--- config.mk ---
export PLATFORM = sky130hd
export DESIGN_NAME = base10000_numeric_decoder
export DESIGN_NICKNAME = d
export VERILOG_FILES = /design/src/hdl/b10knd_pkg.sv /design/src/hdl/base10000_numeric_decoder.sv /design/src/hdl/b10knd_front.sv /design/src/hdl/b10knd_queue.sv /design/src/hdl/b10knd_back.sv
export SDC_FILE = /design/constraint.sdc
export NUM_CORES = 1
export LEC_CHECK = 0
export BUFFER_PORTS_ARGS = -buffer_cell sky130_fd_sc_hd__clkbuf_2
export CORE_UTILIZATION = 45
export CTS_CLUSTER_SIZE = 24
export DETAILED_ROUTE_END_ITERATION = 6
export HOLD_SLACK_MARGIN = 0.15
export PLACE_DENSITY = 0.72
export SLEW_MARGIN = 30
export SYNTH_ARGS = -nofsm -noshare
export SYNTH_HDL_FRONTEND = slang
export SYNTH_SLANG_ARGS = --single-unit
--- constraint.sdc ---
create_clock -name clk -period 15.55 [get_ports clk]
set_input_delay 3.11 -clock clk [delete_from_list [all_inputs] [get_ports clk]]
set_output_delay 3.11 -clock clk [all_outputs]
set_load 0.05 [all_outputs]
--- src/hdl/b10knd_pkg.sv ---
// ----------------------------------------------------------------------------
// b10knd_pkg
// Shared types, codes and helpers of the base-10000 numeric decoder.
// ----------------------------------------------------------------------------
package b10knd_pkg;

  // Default depth of the command queue between front and back end
  localparam int QUEUE_DEPTH_DEF = 4;

  // Sign codes of header word 2
  localparam logic [15:0] SIGN_POS  = 16'h0000;
  localparam logic [15:0] SIGN_NEG  = 16'h4000;
  localparam logic [15:0] SIGN_NAN  = 16'hC000;
  localparam logic [15:0] SIGN_PINF = 16'hD000;
  localparam logic [15:0] SIGN_NINF = 16'hF000;

  // Largest legal base-10000 digit word
  localparam logic [15:0] MAX_DIGIT_WORD = 16'd9999;

  // Header length in words
  localparam logic [16:0] HDR_WORDS = 17'd4;

  typedef enum logic [2:0] {
    KIND_HEADER  = 3'd0,
    KIND_DIGIT   = 3'd1,
    KIND_NAN     = 3'd2,
    KIND_PINF    = 3'd3,
    KIND_NINF    = 3'd4,
    KIND_END_OK  = 3'd5,
    KIND_END_ERR = 3'd6
  } kind_t;

  typedef enum logic [1:0] {
    ERR_NONE   = 2'd0,
    ERR_LENGTH = 2'd1,
    ERR_SIGN   = 2'd2,
    ERR_DIGIT  = 2'd3
  } err_t;

  // Input word
  typedef struct packed {
    logic [15:0] word;
    logic        final_word;
  } in_t;

  // Result word
  typedef struct packed {
    kind_t              kind;
    logic               negative;
    logic signed [19:0] exponent;
    logic [3:0]         digit;
    err_t               error_code;
    logic               last;
  } out_t;

  // Command from front end to back end: optional lead result,
  // up to four digits of one digit word, optional closing result
  typedef struct packed {
    logic               lead;
    kind_t              lead_kind;
    logic               negative;
    logic signed [19:0] exponent;
    logic [2:0]         dig_cnt;
    logic [13:0]        dig_word;
    logic               end_pend;
    err_t               end_err;
  } cmd_t;

  // k times the decimal place weight of digit position pos (0 = thousands)
  function automatic logic [13:0] place_mult(input logic [1:0] pos, input logic [3:0] k);
    logic [13:0] p;
    begin
      case (pos)
        2'd0:    p = 14'd1000;
        2'd1:    p = 14'd100;
        2'd2:    p = 14'd10;
        default: p = 14'd1;
      endcase
      place_mult = 14'(p * {10'd0, k});
    end
  endfunction

endpackage

--- src/hdl/base10000_numeric_decoder.sv ---
// ----------------------------------------------------------------------------
// base10000_numeric_decoder
// Decodes a binary base-10000 numeric value, one 16-bit word at a time,
// into a header or special word, decimal digits and a closing status word.
// ----------------------------------------------------------------------------
//
//  port group   direction  payload    handshake
//  in_*         input      in_t       in_valid / in_ready
//  out_*        output     out_t      out_valid / out_ready
//
//  The front end takes one word per cycle while the command queue has room.
//  The back end emits one result word per cycle while the output does not
//  stall. A digit word yields up to four digits; the back end's single output
//  slot sets the sustained rate. The queue of QUEUE_DEPTH commands lets the
//  front keep accepting while results drain or the output stalls.
//  Synchronous reset clears the header state, the queue and the output slot.
// ----------------------------------------------------------------------------
module base10000_numeric_decoder #(
  parameter int QUEUE_DEPTH = b10knd_pkg::QUEUE_DEPTH_DEF
) (
  input  logic              clk,
  input  logic              rst_n,
  input  logic              in_valid,
  output logic              in_ready,
  input  b10knd_pkg::in_t   in_data,
  output logic              out_valid,
  input  logic              out_ready,
  output b10knd_pkg::out_t  out_data
);
  import b10knd_pkg::*;

  logic q_full, q_push, q_pop, q_valid;
  cmd_t q_wdata, q_rdata;

  b10knd_front u_front (
    .clk      (clk),
    .rst_n    (rst_n),
    .in_valid (in_valid),
    .in_ready (in_ready),
    .in_data  (in_data),
    .q_full   (q_full),
    .q_push   (q_push),
    .q_data   (q_wdata)
  );

  b10knd_queue #(
    .DEPTH (QUEUE_DEPTH)
  ) u_queue (
    .clk       (clk),
    .rst_n     (rst_n),
    .push      (q_push),
    .push_data (q_wdata),
    .full      (q_full),
    .pop       (q_pop),
    .valid     (q_valid),
    .pop_data  (q_rdata)
  );

  b10knd_back u_back (
    .clk       (clk),
    .rst_n     (rst_n),
    .q_valid   (q_valid),
    .q_data    (q_rdata),
    .q_pop     (q_pop),
    .out_valid (out_valid),
    .out_ready (out_ready),
    .out_data  (out_data)
  );

endmodule

--- src/hdl/b10knd_front.sv ---
// ----------------------------------------------------------------------------
// b10knd_front
// Accepts input words, tracks the header and the digit budget, checks the
// value and pushes one command per word that causes results.
// ----------------------------------------------------------------------------
module b10knd_front (
  input  logic              clk,
  input  logic              rst_n,
  input  logic              in_valid,
  output logic              in_ready,
  input  b10knd_pkg::in_t   in_data,
  input  logic              q_full,
  output logic              q_push,
  output b10knd_pkg::cmd_t  q_data
);
  import b10knd_pkg::*;

  logic [16:0]        idx_r, idx_nxt, idx_inc;
  logic [15:0]        dwc_r, dwc_nxt;
  logic signed [19:0] negexp_r, negexp_nxt;
  logic               special_r, special_nxt;
  logic               neg_r, neg_nxt;
  err_t               sticky_r, sticky_nxt;
  logic [17:0]        dleft_r, dleft_nxt;

  logic               acc;
  logic [15:0]        w;
  logic [17:0]        base_sum;
  logic signed [19:0] scale20, trim, hdr_exp;
  logic               trim_on;
  logic [17:0]        nd, nd_cut;
  logic [2:0]         cnt;
  logic               len_bad;
  cmd_t               cmd;

  assign in_ready = !q_full;
  assign acc      = in_valid && in_ready;
  assign w        = in_data.word;
  assign idx_inc  = (idx_r == '1) ? idx_r : idx_r + 17'd1;

  // dwc - weight - 1, via dwc + ~weight
  assign base_sum = {2'b00, dwc_r} + {{2{~w[15]}}, ~w};

  // header: exponent and trimmed digit count
  assign scale20 = $signed({4'd0, w});
  assign trim    = negexp_r - scale20;
  assign trim_on = (w != 16'd0) && (trim > 20'sd0);
  assign nd      = {dwc_r, 2'b00};
  assign hdr_exp = trim_on ? -scale20 : -negexp_r;
  always_comb begin
    if (!trim_on) begin
      nd_cut = nd;
    end else if ({1'b0, nd} > trim[18:0]) begin
      nd_cut = nd - trim[17:0];
    end else begin
      nd_cut = '0;
    end
  end

  assign cnt     = (dleft_r >= 18'd4) ? 3'd4 : dleft_r[2:0];
  assign len_bad = (idx_inc < HDR_WORDS) || (idx_inc != ({1'b0, dwc_r} + HDR_WORDS));

  // word classification
  always_comb begin
    idx_nxt     = idx_r;
    dwc_nxt     = dwc_r;
    negexp_nxt  = negexp_r;
    special_nxt = special_r;
    neg_nxt     = neg_r;
    sticky_nxt  = sticky_r;
    dleft_nxt   = dleft_r;
    cmd         = '0;
    cmd.lead_kind = KIND_HEADER;
    cmd.end_err   = ERR_NONE;
    if (acc) begin
      if (idx_r == 17'd0) begin
        dwc_nxt = w;
      end else if (idx_r == 17'd1) begin
        negexp_nxt = $signed({base_sum, 2'b00});
      end else if (idx_r == 17'd2) begin
        special_nxt = 1'b0;
        neg_nxt     = 1'b0;
        dleft_nxt   = '0;
        case (w)
          SIGN_NAN: begin
            special_nxt   = 1'b1;
            cmd.lead      = 1'b1;
            cmd.lead_kind = KIND_NAN;
          end
          SIGN_PINF: begin
            special_nxt   = 1'b1;
            cmd.lead      = 1'b1;
            cmd.lead_kind = KIND_PINF;
          end
          SIGN_NINF: begin
            special_nxt   = 1'b1;
            cmd.lead      = 1'b1;
            cmd.lead_kind = KIND_NINF;
          end
          SIGN_NEG: begin
            neg_nxt = 1'b1;
          end
          SIGN_POS: begin
            neg_nxt = 1'b0;
          end
          default: begin
            if (sticky_r == ERR_NONE) begin
              sticky_nxt = ERR_SIGN;
            end
          end
        endcase
      end else if (idx_r == 17'd3) begin
        neg_nxt   = 1'b0;
        dleft_nxt = '0;
        if (!special_r && sticky_r == ERR_NONE) begin
          cmd.lead      = 1'b1;
          cmd.lead_kind = KIND_HEADER;
          cmd.negative  = neg_r;
          cmd.exponent  = hdr_exp;
          dleft_nxt     = nd_cut;
        end
      end else if (!special_r && sticky_r == ERR_NONE && dleft_r != 18'd0) begin
        if (w > MAX_DIGIT_WORD) begin
          sticky_nxt = ERR_DIGIT;
        end else begin
          cmd.dig_cnt  = cnt;
          cmd.dig_word = w[13:0];
          dleft_nxt    = dleft_r - {15'd0, cnt};
        end
      end
      idx_nxt = idx_inc;

      // closing word: report and start over
      if (in_data.final_word) begin
        cmd.end_pend = 1'b1;
        cmd.end_err  = len_bad ? ERR_LENGTH : sticky_nxt;
        idx_nxt      = '0;
        dwc_nxt      = '0;
        negexp_nxt   = '0;
        special_nxt  = 1'b0;
        neg_nxt      = 1'b0;
        sticky_nxt   = ERR_NONE;
        dleft_nxt    = '0;
      end
    end
  end

  assign q_push = acc && (cmd.lead || cmd.dig_cnt != 3'd0 || cmd.end_pend);
  assign q_data = cmd;

  always_ff @(posedge clk) begin
    if (!rst_n) begin
      idx_r     <= '0;
      dwc_r     <= '0;
      negexp_r  <= '0;
      special_r <= 1'b0;
      neg_r     <= 1'b0;
      sticky_r  <= ERR_NONE;
      dleft_r   <= '0;
    end else begin
      idx_r     <= idx_nxt;
      dwc_r     <= dwc_nxt;
      negexp_r  <= negexp_nxt;
      special_r <= special_nxt;
      neg_r     <= neg_nxt;
      sticky_r  <= sticky_nxt;
      dleft_r   <= dleft_nxt;
    end
  end

endmodule

--- src/hdl/b10knd_queue.sv ---
// ----------------------------------------------------------------------------
// b10knd_queue
// Small command FIFO that decouples the front end from the back end.
// ----------------------------------------------------------------------------
module b10knd_queue #(
  parameter int DEPTH = b10knd_pkg::QUEUE_DEPTH_DEF
) (
  input  logic              clk,
  input  logic              rst_n,
  input  logic              push,
  input  b10knd_pkg::cmd_t  push_data,
  output logic              full,
  input  logic              pop,
  output logic              valid,
  output b10knd_pkg::cmd_t  pop_data
);
  import b10knd_pkg::*;

  localparam int PW = (DEPTH > 1) ? $clog2(DEPTH) : 1;
  localparam int CW = $clog2(DEPTH + 1);
  localparam logic [PW-1:0] LAST_PTR = PW'(DEPTH - 1);
  localparam logic [CW-1:0] FULL_CNT = CW'(DEPTH);

  cmd_t          mem_r [DEPTH];
  logic [PW-1:0] wr_ptr_r, rd_ptr_r;
  logic [CW-1:0] cnt_r;
  logic          do_push, do_pop;

  assign full     = (cnt_r == FULL_CNT);
  assign valid    = (cnt_r != '0);
  assign do_push  = push && !full;
  assign do_pop   = pop && valid;
  assign pop_data = mem_r[rd_ptr_r];

  // storage
  always_ff @(posedge clk) begin
    if (do_push) begin
      mem_r[wr_ptr_r] <= push_data;
    end
  end

  // pointers and fill count
  always_ff @(posedge clk) begin
    if (!rst_n) begin
      wr_ptr_r <= '0;
      rd_ptr_r <= '0;
      cnt_r    <= '0;
    end else begin
      if (do_push) begin
        wr_ptr_r <= (wr_ptr_r == LAST_PTR) ? '0 : wr_ptr_r + PW'(1);
      end
      if (do_pop) begin
        rd_ptr_r <= (rd_ptr_r == LAST_PTR) ? '0 : rd_ptr_r + PW'(1);
      end
      if (do_push && !do_pop) begin
        cnt_r <= cnt_r + CW'(1);
      end else if (do_pop && !do_push) begin
        cnt_r <= cnt_r - CW'(1);
      end
    end
  end

endmodule

--- src/hdl/b10knd_back.sv ---
// ----------------------------------------------------------------------------
// b10knd_back
// Carries out commands: emits lead, digit and closing words into an output
// register, one per cycle unless stalled; digit words split by decimal place.
// ----------------------------------------------------------------------------
module b10knd_back (
  input  logic              clk,
  input  logic              rst_n,
  input  logic              q_valid,
  input  b10knd_pkg::cmd_t  q_data,
  output logic              q_pop,
  output logic              out_valid,
  input  logic              out_ready,
  output b10knd_pkg::out_t  out_data
);
  import b10knd_pkg::*;

  logic        cur_valid_r;
  cmd_t        cmd_r, cmd_nxt;
  logic [1:0]  pos_r;
  logic [13:0] rem_r, rem_nxt;
  logic        out_valid_r;
  out_t        out_r, res;

  logic        slot_free, emit, cur_last;
  logic [3:0]  dig;

  assign slot_free = !out_valid_r || out_ready;
  assign emit      = cur_valid_r && slot_free;

  // next decimal digit of the remainder
  always_comb begin
    dig = 4'd0;
    for (int k = 1; k <= 9; k++) begin
      if (rem_r >= place_mult(pos_r, 4'(k))) begin
        dig = 4'(k);
      end
    end
  end
  assign rem_nxt = rem_r - place_mult(pos_r, dig);

  // select next word of the current command
  always_comb begin
    res            = '0;
    res.kind       = KIND_END_OK;
    res.error_code = ERR_NONE;
    cmd_nxt        = cmd_r;
    if (cmd_r.lead) begin
      res.kind      = cmd_r.lead_kind;
      res.negative  = cmd_r.negative;
      res.exponent  = cmd_r.exponent;
      cmd_nxt.lead  = 1'b0;
      cur_last      = (cmd_r.dig_cnt == 3'd0) && !cmd_r.end_pend;
    end else if (cmd_r.dig_cnt != 3'd0) begin
      res.kind        = KIND_DIGIT;
      res.digit       = dig;
      cmd_nxt.dig_cnt = cmd_r.dig_cnt - 3'd1;
      cur_last        = (cmd_r.dig_cnt == 3'd1) && !cmd_r.end_pend;
    end else begin
      res.kind         = (cmd_r.end_err == ERR_NONE) ? KIND_END_OK : KIND_END_ERR;
      res.error_code   = cmd_r.end_err;
      res.last         = 1'b1;
      cmd_nxt.end_pend = 1'b0;
      cur_last         = 1'b1;
    end
  end

  assign q_pop = q_valid && (!cur_valid_r || (emit && cur_last));

  // current command
  always_ff @(posedge clk) begin
    if (!rst_n) begin
      cur_valid_r <= 1'b0;
    end else if (q_pop) begin
      cur_valid_r <= 1'b1;
    end else if (emit && cur_last) begin
      cur_valid_r <= 1'b0;
    end
  end

  always_ff @(posedge clk) begin
    if (q_pop) begin
      cmd_r <= q_data;
      rem_r <= q_data.dig_word;
      pos_r <= 2'd0;
    end else if (emit) begin
      cmd_r <= cmd_nxt;
      if (!cmd_r.lead && cmd_r.dig_cnt != 3'd0) begin
        rem_r <= rem_nxt;
        pos_r <= pos_r + 2'd1;
      end
    end
  end

  // output register
  always_ff @(posedge clk) begin
    if (!rst_n) begin
      out_valid_r <= 1'b0;
    end else if (slot_free) begin
      out_valid_r <= emit;
    end
  end

  always_ff @(posedge clk) begin
    if (emit) begin
      out_r <= res;
    end
  end

  assign out_valid = out_valid_r;
  assign out_data  = out_r;

endmodule

# After elaboration in Yosys (flattened, before gate mapping)
# Memories as Yosys holds them, arrays and structs flattened. A register that Yosys moved wholly into a read port is not among the register bits.
# Index checks and enable logic that the tools add are counted.
# op_classes
add_sub_neg,15
reduce_logical,62
n_mul,6
n_mux,87
magnitude_cmp,14
bitwise,3
n_eq_ne,20
# ops
op,n
18-bit two-way mux,10
45-bit two-way mux,3
17-bit two-way mux,5
42-bit two-way mux,2
20-bit two-way mux,4
14-bit greater-or-equal comparator,5
25-bit two-way mux,2
16-bit equality test (second input constant),3
14-bit two-way mux,3
38-bit two-way mux,1
3-bit two-way mux,12
17-bit by 2-bit equality test with 1-bit output (second input constant),2
2-bit two-way mux,17
16-bit two-way mux,2
10-bit case mux with 3 select lines,1
10-bit by 3-bit multiplier with 13-bit output (second input constant),2
10-bit by 2-bit multiplier with 12-bit output (second input constant),2
1-bit two-way mux,21
20-bit by 1-bit > comparator with 1-bit output (second input constant),1
16-bit negator with 20-bit output,1
20-bit negator,1
20-bit by 17-bit subtractor with 20-bit output,1
18-bit by 19-bit > comparator with 1-bit output,1
17-bit by 17-bit adder with 18-bit output,1
other kinds (50),104
# word_totals
wordCells,235
mem_count,1
ramBits,180
regBits,162
inputBits,21
# mem_list
memory,words,width,read_ports,rd_ports_with_merged_regs,write_ports,line_no,text
u_queue.mem_r,4,45,1,1,1,b10knd_queue.sv:24,cmd_t mem_r [DEPTH];

# Logic depth before layout (Yosys ltp)
# Gate-level depths: netlist (run 1).
# logic_depth
depth_word,20
depth_mapped,31

# Modules after synthesis
# A second synthesis (run 1) with hierarchy kept.
# hier_totals
cells_unflattened,2153
hier_area_um2,22251.3
# by_module_without_submodules
mod,area_per_inst_um2,instances,seq_area_each_um2,cells_each
b10knd_front,8383.0,1,1461.4,1175
b10knd_queue,7035.5,1,5585.4,286
b10knd_back,6832.8,1,2362.3,692

# Worst setup path before layout (run 1)
# Ideal clock, no wire load.
# synth_path
kind,input-to-reg
startpoint,input in_data[1] (netlist name)
endpoint,memory u_queue.mem_r[0][0] (netlist name) (enable)
n_path_buf,3
setup_slack_ns,7.642
stages,13
setup_time_ns,0.453
arrival_ns,7.454
cell_sequence,buf_2 -> inv_1 -> ha_1 -> buf_2 -> and3_1 -> nand2_1 -> or3_1 -> clkbuf_1 -> a211oi_1 -> nand3_1 -> a21oi_1 -> nor3_2 -> nor2b_1
# synth_rtl
item,line_no,text
start: declaration,base10000_numeric_decoder.sv:25,"input b10knd_pkg::in_t in_data,"
end: declaration,b10knd_queue.sv:24,

# Final worst setup path (run 1)
# layout_path
startpoint,register u_back.pos_r[1]
endpoint,"register u_back.rem_r[12], data pin"
# layout_between
elab_chain_cells,17
word_cells_on_any_way,32
classes_between,add/sub: 1; mul: 6; order compare: 9; eq/ne: 2; mux: 13; reduce/logical: 1
# layout_lines
item,line_no,text
start: declaration,b10knd_back.sv:20,logic [1:0] pos_r;
start signal: assignment,b10knd_back.sv:90,pos_r <= pos_r + 2'd1;
2-bit equality test (tied with other cells),b10knd_pkg.sv:73,case (pos)
10-bit case mux with 3 select lines (*),b10knd_pkg.sv:73,
"parallel branches: the longest is 10 deep, another holds 14-bit greater-or-equal comparator",-,
10-bit by 4-bit multiplier with 14-bit output (*),b10knd_pkg.sv:79,"place_mult = 14'(p * {10'd0, k});"
14-bit subtractor (*),b10knd_back.sv:40,"assign rem_nxt = rem_r - place_mult(pos_r, dig);"
14-bit two-way mux (*),b10knd_back.sv:88,if (!cmd_r.lead && cmd_r.dig_cnt != 3'd0) begin
14-bit two-way mux (*),b10knd_back.sv:86,end else if (emit) begin
14-bit two-way mux (*),b10knd_back.sv:82,if (q_pop) begin
end signal: assignment,b10knd_back.sv:84,rem_r <= q_data.dig_word;
end signal: assignment,b10knd_back.sv:89,rem_r <= rem_nxt;
end: declaration,b10knd_back.sv:21,"logic [13:0] rem_r, rem_nxt;"
# Every way passes the cells marked *. The select of a mux whose other input is x is not followed.
# A chain may end at the register's enable or synchronous reset.

==> impl_metrics.csv, run 1 <==
group,metric,value,unit
timing,fin_crit_sh,49.0,%
critical_path,r2r_start,"u_back.pos_r[1]",
layout,drive_gt1_share,10.3,%
critical_path,worst-endpoint-required,15830,ps
grt,grt_pass1_vias,15413,
route,drcViolationCount,0,
timing,rsz0062_at_grt,"false",
route,totalWireLength,53300,um
grt,grt_overflow,0,
timing,hold_viol_final,0,
route,dr.max_layer_used,"met5",
cts,h-tree-depth,2,
critical_path,crit_slowest_cell,"ha_1",
critical_path,start_kind,"flop",
place,port_buffers,53,
floorplan,dieArea,48000,um2
route,via_per_inst,5.91,
synthesis,synth_common_cells,"edfxtp_1, nor2_1, ha_1, inv_1, nand2_1",
route,ant_nets,0,
critical_path,reg2reg_depth,26,
timing,fmax,131,MHz
critical_path,path_class,"reg -> reg",
place,gp_congestion,0.946,
cts,clock_insertion_delay_worst_skew,550,ps
route,wl_per_cell,20.1,um
timing,slew_headroom,42.4,%
route,dr_wl_met2,24600,um
layout,syn2layout_area_growth,9.75,%
timing,drv_slew,0,
cts,cts_buffers,37,
synthesis,ys.flop_type,"edfxtp_1",
floorplan,initial_utilization,45.6,%
timing,skew,27.7,ps
cts,postCtsSetupBuffers,0,
critical_path,crit_arrival,7890,ps
route,drtIter0Drc,1357,
critical_path,critPathMaxFanout,20,
synthesis,syn_avg_cell_area,10.7,um2
synthesis,ys_types,89,
synthesis,ys.warnings.count,0,
cts,cts.sinks,342,
synthesis,synth.most_common_cell,"edfxtp_1",
cts,post_cts_resized,0,
timing,worstMarginPinSlew,859,ps
floorplan,fp-row-count,79,
place,hpwlAfterDp,39000,um
worst_hold_path,hold_class,"reg -> reg",
synthesis,yosysSeqAreaShare,44.4,%
worst_hold_path,min_path_cells,2,
grt,gr-usage-all-layers,22.5,%
route,wl_met3,3160,um
critical_path,max_stage_delay,760,ps
layout,nets,2219,
layout,fill_cells,4163,
critical_path,end_kind,"flop",
floorplan,ios,54,
synthesis,synth_edf_count,256,
synthesis,syn-cell-area,21200,um2
timing,setup-tns-final,0,ps
timing,min_period,7620,ps
layout,diodes,0,
route,drt-met1-wl,23100,um
synthesis,syn-num-nets,2188,
grt,antenna_found_initial,1,
synthesis,ys_ff_latch,342,
cts,ctsLongestPathBuffers,3,
synthesis,synth_cells,1986,
critical_path,rr_endpoint,"u_back.rem_r[12]",
synthesis,ys_top_cells_by_area,"edfxtp_1, ha_1, dfxtp_1",
critical_path,r2r_slack,7930,ps
cts,cts-root-buf,"clkbuf_16",
route,first_pass_iters,7,
cts,ctsHoldBuffers,0,
cts,clk_transition_reported_paths,60,ps
job,maxCapViolCount,0,
synthesis,synth_top_area_share,36.3,%
synthesis,synth_async_sr_flop_share,0,%
timing,setup_viol,0,
grt,grt_pass1_wl,84300,um
grt,grt_max_degree,62,
route,vias,15663,
floorplan,dieHeight,219,um
cts,cts_tree,"done",
floorplan,core,46500,um2
worst_hold_path,min_from,"u_queue.rd_ptr_r[1]",
synthesis,post-synth-top-area-cell,"edfxtp_1",
run_status,status,"completed",
floorplan,die_x,219,um
## per-stage QoR
stage                     cell area, um2  hold slack, ps  utilization, %  worst slack (ps)  std cells
final                              23300             509            50.1              7930       2652
after global placement             22100             468            47.5              8170       2584
after CTS                          23200             499            50.0              8020       2651
after detailed placement           22100             482            47.5              8040       2584
after floorplan                    21200             454               -              7640       1986
after global routing               23300             525            50.1              7500       2652
## flip-flops by register name, indices dropped and copies added, names as in the netlist, 14 cells and up, named ones only
signal,flops
u_back.rem_r,14
u_front.negexp_r,18
u_front.idx_r,17
u_front.dwc_r,16
u_back.cmd_nxt,26
u_back.out_data,31
u_queue.mem_r,180
u_front.dleft_r,18
## cell type report
cell class	count	area (um2)	share of cell area [%]
Clock buffer	45	986	4.24
Inverter	127	477	2.05
Timing Repair Buffer	68	390	1.68
Multi-Input combinational cell	1441	11100	47.5
Sequential cell	342	9410	40.5
Clock inverter	22	174	0.748
Tap cell	607	759	3.27
## layer usage
layer	vias to the layer above	track usage (%)
met4	2	10.9
met2	570	36.0
met5	-	0
met1	7549	30.0
met3	131	3.12
li1	7411	-
## layout by cell type (no fill, tap or decap), types with 26 or more instances in the layout
| master | n |
|---|---|
| xor2_1 | 47 |
| xnor2_1 | 80 |
| a22oi_1 | 32 |
| and3_1 | 49 |
| fa_1 | 26 |
| edfxtp_1 | 256 |
| a21oi_1 | 112 |
| a21o_1 | 41 |
| nor3_1 | 40 |
| nor2_1 | 161 |
| dfxtp_1 | 84 |
| inv_1 | 126 |
| or3_1 | 29 |
| clkbuf_2 | 53 |
| clkbuf_16 | 37 |
| and2_1 | 62 |
| nand3_1 | 47 |
| nand2_1 | 115 |
| o21ai_0 | 73 |
| ha_1 | 155 |
| mux4_2 | 45 |
## critical path, delay by kind of cell, from the launching register on
family | cells | cell delay [ps]
buffers and inverters | 1 | 50
XOR/XNOR | 1 | 150
adder cells (fa/ha/maj) | 6 | 2720
flip-flops | 1 | 640
AND/OR/NAND/NOR | 3 | 490
AO/OA/AOI/OAI | 15 | 3290
## how the worst max path moves through the flow
| stage | startpoint | to | cells after the start |
|---|---|---|---|
| CTS | u_back.pos_r[1] | u_back.rem_r[12] | 26 |
| global placement | in_data[8] | u_front.dleft_r[16] | 18 |
| detailed placement | u_back.pos_r[1] | u_back.rem_r[12] | 26 |
| finish | u_back.pos_r[1] | u_back.rem_r[12] | 26 |
| global route | u_back.pos_r[1] | u_back.rem_r[12] | 26 |
| floorplan | in_data[1] | u_queue.mem_r[0][0] | 13 |
## cells by family after synthesis
group	synth area share, %
compound gates	14.1
xor+xnor	5.25
fa+ha+maj	11.7
buf+inv	3.69
flops	44.4
mux	5.73
other cells	0.0177
simple gates	15.2
Power of run 1 is not shown: default switching activity piles up to over one toggle a cycle in this logic, so the estimate is an artifact.
==> run 2: changes to the inputs <==
- PLACE_DENSITY: 0.72 -> 0.74
- clock period: 15.55 -> 6.6 ns (I/O delays scaled with it)
==> impl_metrics.csv, run 2 (synthesis gave the netlist of run 1 again) <==
group,metric,value,unit
run_status,status,"completed",
cts,cts_buffers,38,
critical_path,path_class,"reg -> reg",
critical_path,crit_slowest_cell,"fa_1",
worst_hold_path,min_from,"u_queue.rd_ptr_r[1]",
critical_path,crit_top_cell,"a21o_1",
layout,diodes,0,
critical_path,r2r_slack,340,ps
cts,cts.sinks,342,
layout,drive_gt1_share,12.9,%
route,wl_per_cell,20.0,um
layout,postLayoutCoreUtil,51.3,%
layout,nets,2247,
grt,gr-usage-all-layers,22.7,%
floorplan,dieHeight,219,um
place,gp_congestion,0.941,
route,ant_nets,0,
timing,setup_viol,0,
cts,ctsLongestPathBuffers,3,
route,totalWireLength,53600,um
timing,slew_headroom,35.6,%
layout,fill_cells,4038,
timing,fmax,160,MHz
layout,regMostFlops,"u_queue.mem_r",
floorplan,fp-row-count,79,
grt,antenna_found_initial,1,
grt,grt_pass1_wl,85100,um
timing,worstMarginPinSlew,963,ps
timing,min_period,6260,ps
cts,h-tree-depth,2,
worst_hold_path,whs_endpoint,"u_queue.rd_ptr_r[1]",
cts,clock_insertion_delay_worst_skew,580,ps
floorplan,ios,54,
layout,largest_register_ffs,180,
place,port_buffers,53,
timing,skew,33.7,ps
floorplan,initial_utilization,45.6,%
critical_path,max_stage_delay,500,ps
floorplan,die_x,219,um
timing,fin_crit_sh,94.8,%
job,maxCapViolCount,0,
route,via_per_inst,5.90,
grt,grt_overflow,0,
critical_path,worst-endpoint-required,6870,ps
layout,layout_commonest_cell,"edfxtp_1",
route,drcViolationCount,0,
grt,grt_max_degree,62,
cts,ctsHoldBuffers,0,
route,first_pass_iters,7,
layout,syn2layout_area_growth,12.4,%
critical_path,r2r_start,"u_back.pos_r[0]",
route,vias,15830,
critical_path,crit_arrival,6530,ps
worst_hold_path,min_path_cells,2,
cts,clk_transition_reported_paths,60,ps
critical_path,rr_endpoint,"u_back.rem_r[11]",
timing,hold_viol_final,0,
critical_path,end_kind,"flop",
critical_path,critPathMaxFanout,6,
critical_path,start_kind,"flop",
route,drtIter0Drc,1301,
cts,cts-root-buf,"clkbuf_16",
timing,drv_slew,0,
grt,grt_pass1_vias,15649,
cts,cts_tree,"done",
timing,setup-tns-final,0,ps
worst_hold_path,hold_class,"reg -> reg",
place,hpwlAfterDp,39300,um
floorplan,dieArea,48000,um2
layout,layout_common_cells,"edfxtp_1, nor2_1, ha_1, inv_1, nand2_1",
floorplan,core,46500,um2
critical_path,reg2reg_depth,28,
==> run 2: cell types whose count changed in the layout (fill, tap and decap cells not counted), sizes merged <==
cell,before,now
buf,15,42
bufinv,1,6
clkinvlp,2,4
clkinv,17,11
inv,129,131
==> run 2: routing by layer <==
metal / GRT usage [%] / vias up / part of all wire, %
met4: 9.68 / 2 / 3.7
met5: 0 / - / 0.021
li1: - / 7487 / -
met2: 36.7 / 595 / 47
met3: 3.52 / 120 / 6.6
met1: 30.3 / 7626 / 43
==> run 2: worst max path at each step <==
| stage | end | slack, ps | from |
|---|---|---|---|
| after global placement | u_back.rem_r[12] | 130 | u_back.pos_r[0] |
| after global routing | u_back.rem_r[11] | -5 | u_back.pos_r[0] |
| final | u_back.rem_r[11] | 340 | u_back.pos_r[0] |
| after detailed placement | u_back.rem_r[12] | -40 | u_back.pos_r[0] |
| after CTS | u_back.rem_r[12] | 50 | u_back.pos_r[0] |
| after floorplan | u_back.rem_r[12] | 230 | u_back.pos_r[1] |
==> run 2: area by class of cell <==
cell class | instances | area, um2 | area share (%)
clock inverters | 25 | 352 | 1.48
clock buffers | 45 | 1030 | 4.31
well taps | 607 | 759 | 3.19
inverters | 127 | 479 | 2.01
multi-input cells | 1441 | 11100 | 46.7
flip-flops and latches | 342 | 9420 | 39.5
repair buffers | 95 | 656 | 2.75
==> run 2: critical path, delay by kind of cell (launching register included) <==
family / cells / cell delay [ps]
AOI/OAI and AO/OA: 13 / 2480
adders and majority gates: 6 / 2210
buffers and inverters: 5 / 440
DFF: 1 / 400
and+or+nand+nor: 3 / 260
xor gates and xnor gates: 1 / 170
==> run 2: what timing repair did <==
item                                    CTS  global route
buffers inserted                          0             4
pin swaps                                 0             4
endpoints found under the setup margin    2             6
resized for setup                         1            24
==> run 2: stage by stage <==
stage	worst slack, ps	instance area, um2	hold slack (ps)	cells
after floorplan	226	21200	454	1986
after global placement	131	22300	455	2607
after detailed placement	-39.5	22300	480	2607
after CTS	48.1	23700	496	2677
after global routing	-5.06	23800	506	2682
final	343	23800	501	2682
Power of run 2 is left out for the same reason.
==> run 3: changes to the inputs <==
- CORE_MARGIN: unset -> 2
- RECOVER_POWER: unset -> 50
==> impl_metrics.csv, run 3 (synthesis gave the netlist of run 1 again) <==
group,metric,value,unit
layout,largest_register_ffs,180,
timing,fin_crit_sh,96.6,%
floorplan,ios,54,
cts,h-tree-depth,2,
grt,antenna_found_initial,1,
timing,skew,22.9,ps
timing,drv_slew,95,
critical_path,r2r_start,"u_back.pos_r[0]",
critical_path,rr_endpoint,"u_back.rem_r[11]",
critical_path,r2r_slack,230,ps
cts,cts-root-buf,"clkbuf_16",
place,gp_congestion,0.960,
timing,holdWs,485,ps
grt,gr-usage-all-layers,21.8,%
place,port_buffers,53,
cts,ctsLongestPathBuffers,3,
timing,hold_viol_final,0,
route,first_pass_iters,5,
floorplan,core,46600,um2
cts,cts.sinks,342,
critical_path,crit_arrival,6650,ps
place,placed_cells,2612,
worst_hold_path,hold_class,"reg -> reg",
layout,layout_common_cells,"edfxtp_1, nor2_1, ha_1, inv_1, nand2_1",
layout,seq_area,9420,um2
job,maxCapViolCount,2,
timing,setup_viol,0,
run_status,violations,"capacitance limit, slew limit",
floorplan,fp-row-count,79,
timing,fmax,157,MHz
grt,grt_max_degree,62,
grt,grt_pass1_wl,86000,um
critical_path,reg2reg_depth,26,
cts,clk_transition_reported_paths,60,ps
layout,fill_cells,4058,
floorplan,die_x,221,um
critical_path,critPathMaxFanout,6,
layout,layout_commonest_cell,"edfxtp_1",
route,via_per_inst,5.85,
layout,drive_gt1_share,10.6,%
critical_path,startpoint,"u_back.pos_r[0]",
critical_path,critPathCapture,"u_back.rem_r[11]",
floorplan,dieArea,48800,um2
route,vias,15756,
critical_path,end_kind,"flop",
layout,nets,2257,
timing,worstMarginPinSlew,3290,ps
layout,diodes,0,
run_status,status,"finished, violations left",
timing,slew_headroom,-120,%
critical_path,path_class,"reg -> reg",
floorplan,dieHeight,221,um
timing,min_period,6370,ps
route,drcViolationCount,0,
place,hpwlAfterDp,39300,um
route,ant_nets,0,
layout,fin_cells,2692,
route,wl_per_cell,19.9,um
cts,cts_tree,"done",
route,totalWireLength,53600,um
critical_path,start_kind,"flop",
layout,regMostFlops,"u_queue.mem_r",
cts,clock_insertion_delay_worst_skew,570,ps
layout,multi_input_area,11100,um2
cts,cts_buffers,38,
route,drtIter0Drc,1361,
grt,grt_overflow,0,
critical_path,worst-endpoint-required,6870,ps
timing,setup-tns-final,0,ps
layout,syn2layout_area_growth,11.4,%
grt,grt_pass1_vias,15659,
floorplan,initial_utilization,45.5,%
==> run 3: cell count changes in the layout (fill, tap and decap cells not counted), sizes merged <==
cell and change:
clkbuf +12, bufinv -5, buf +3, clkinv +1, clkinvlp -1
==> run 3: worst min-delay path by stage <==
| stage | startpoint | to | depth (start not counted) | slack (ps) |
|---|---|---|---|---|
| final | u_queue.rd_ptr_r[1] | flop | 2 | 490 |
| after global routing | u_queue.rd_ptr_r[1] | flop | 2 | 510 |
| after CTS | u_queue.rd_ptr_r[1] | flop | 2 | 490 |
| after detailed placement | u_queue.rd_ptr_r[1] | flop | 2 | 480 |
| after global placement | u_queue.rd_ptr_r[1] | flop | 2 | 460 |
| after floorplan | u_queue.rd_ptr_r[1] | flop | 2 | 450 |
==> run 3: area by class of cell <==
type                    count  share of cell area [%]
repair buffers            105                    2.59
clock buffers              50                    4.30
multi-input cells        1441                    47.2
flip-flops and latches    342                    39.9
well taps                 607                    3.22
inverters                 127                    2.02
clock inverters            20                   0.805
==> run 3: layer usage <==
layer / share of wire [%] / vias to the layer above / global-route usage (%)
li1: - / 7497 / -
met1: 45 / 7653 / 30.1
met2: 46 / 502 / 35.0
met3: 5.9 / 102 / 3.31
met4: 3.5 / 2 / 7.62
met5: 0.024 / - / 0
==> run 3: critical path, stage by stage (launching register included) <==
cell	delay [ps]
dfxtp_4	380
inv_1	80
ha_1	230
inv_2	130
ha_1	250
a21o_1	170
a21o_1	190
a21o_1	180
a21o_1	190
a21oi_2	150
o211ai_1	180
a211o_1	440
buf_4	180
and2_1	170
fa_1	580
ha_4	210
fa_1	510
inv_1	40
ha_1	330
a21boi_0	160
o31a_1	350
o31a_1	340
o2111ai_2	230
nand2_1	90
nor2_2	100
xor2_1	150
a21oi_1	80
==> run 3: repair_timing <==
item                                    in CTS  in global routing
setup buffers                                0                 10
endpoints found under the setup margin       1                  6
gates resized for setup                      2                 27
pin swaps                                    0                  8
hold buffers                                 0                  0
==> run 3: stage by stage <==
| step | cell area [um2] | utilization [%] | worst slack (ps) |
|---|---|---|---|
| after CTS | 23500 | 50.5 | 29.0 |
| after global placement | 22300 | 47.9 | 116 |
| final | 23600 | 50.7 | 225 |
| after detailed placement | 22300 | 47.9 | 4.47 |
| after floorplan | 21200 | - | 226 |
| after global routing | 23600 | 50.7 | -24.6 |
Power of run 3 is left out for the same reason.
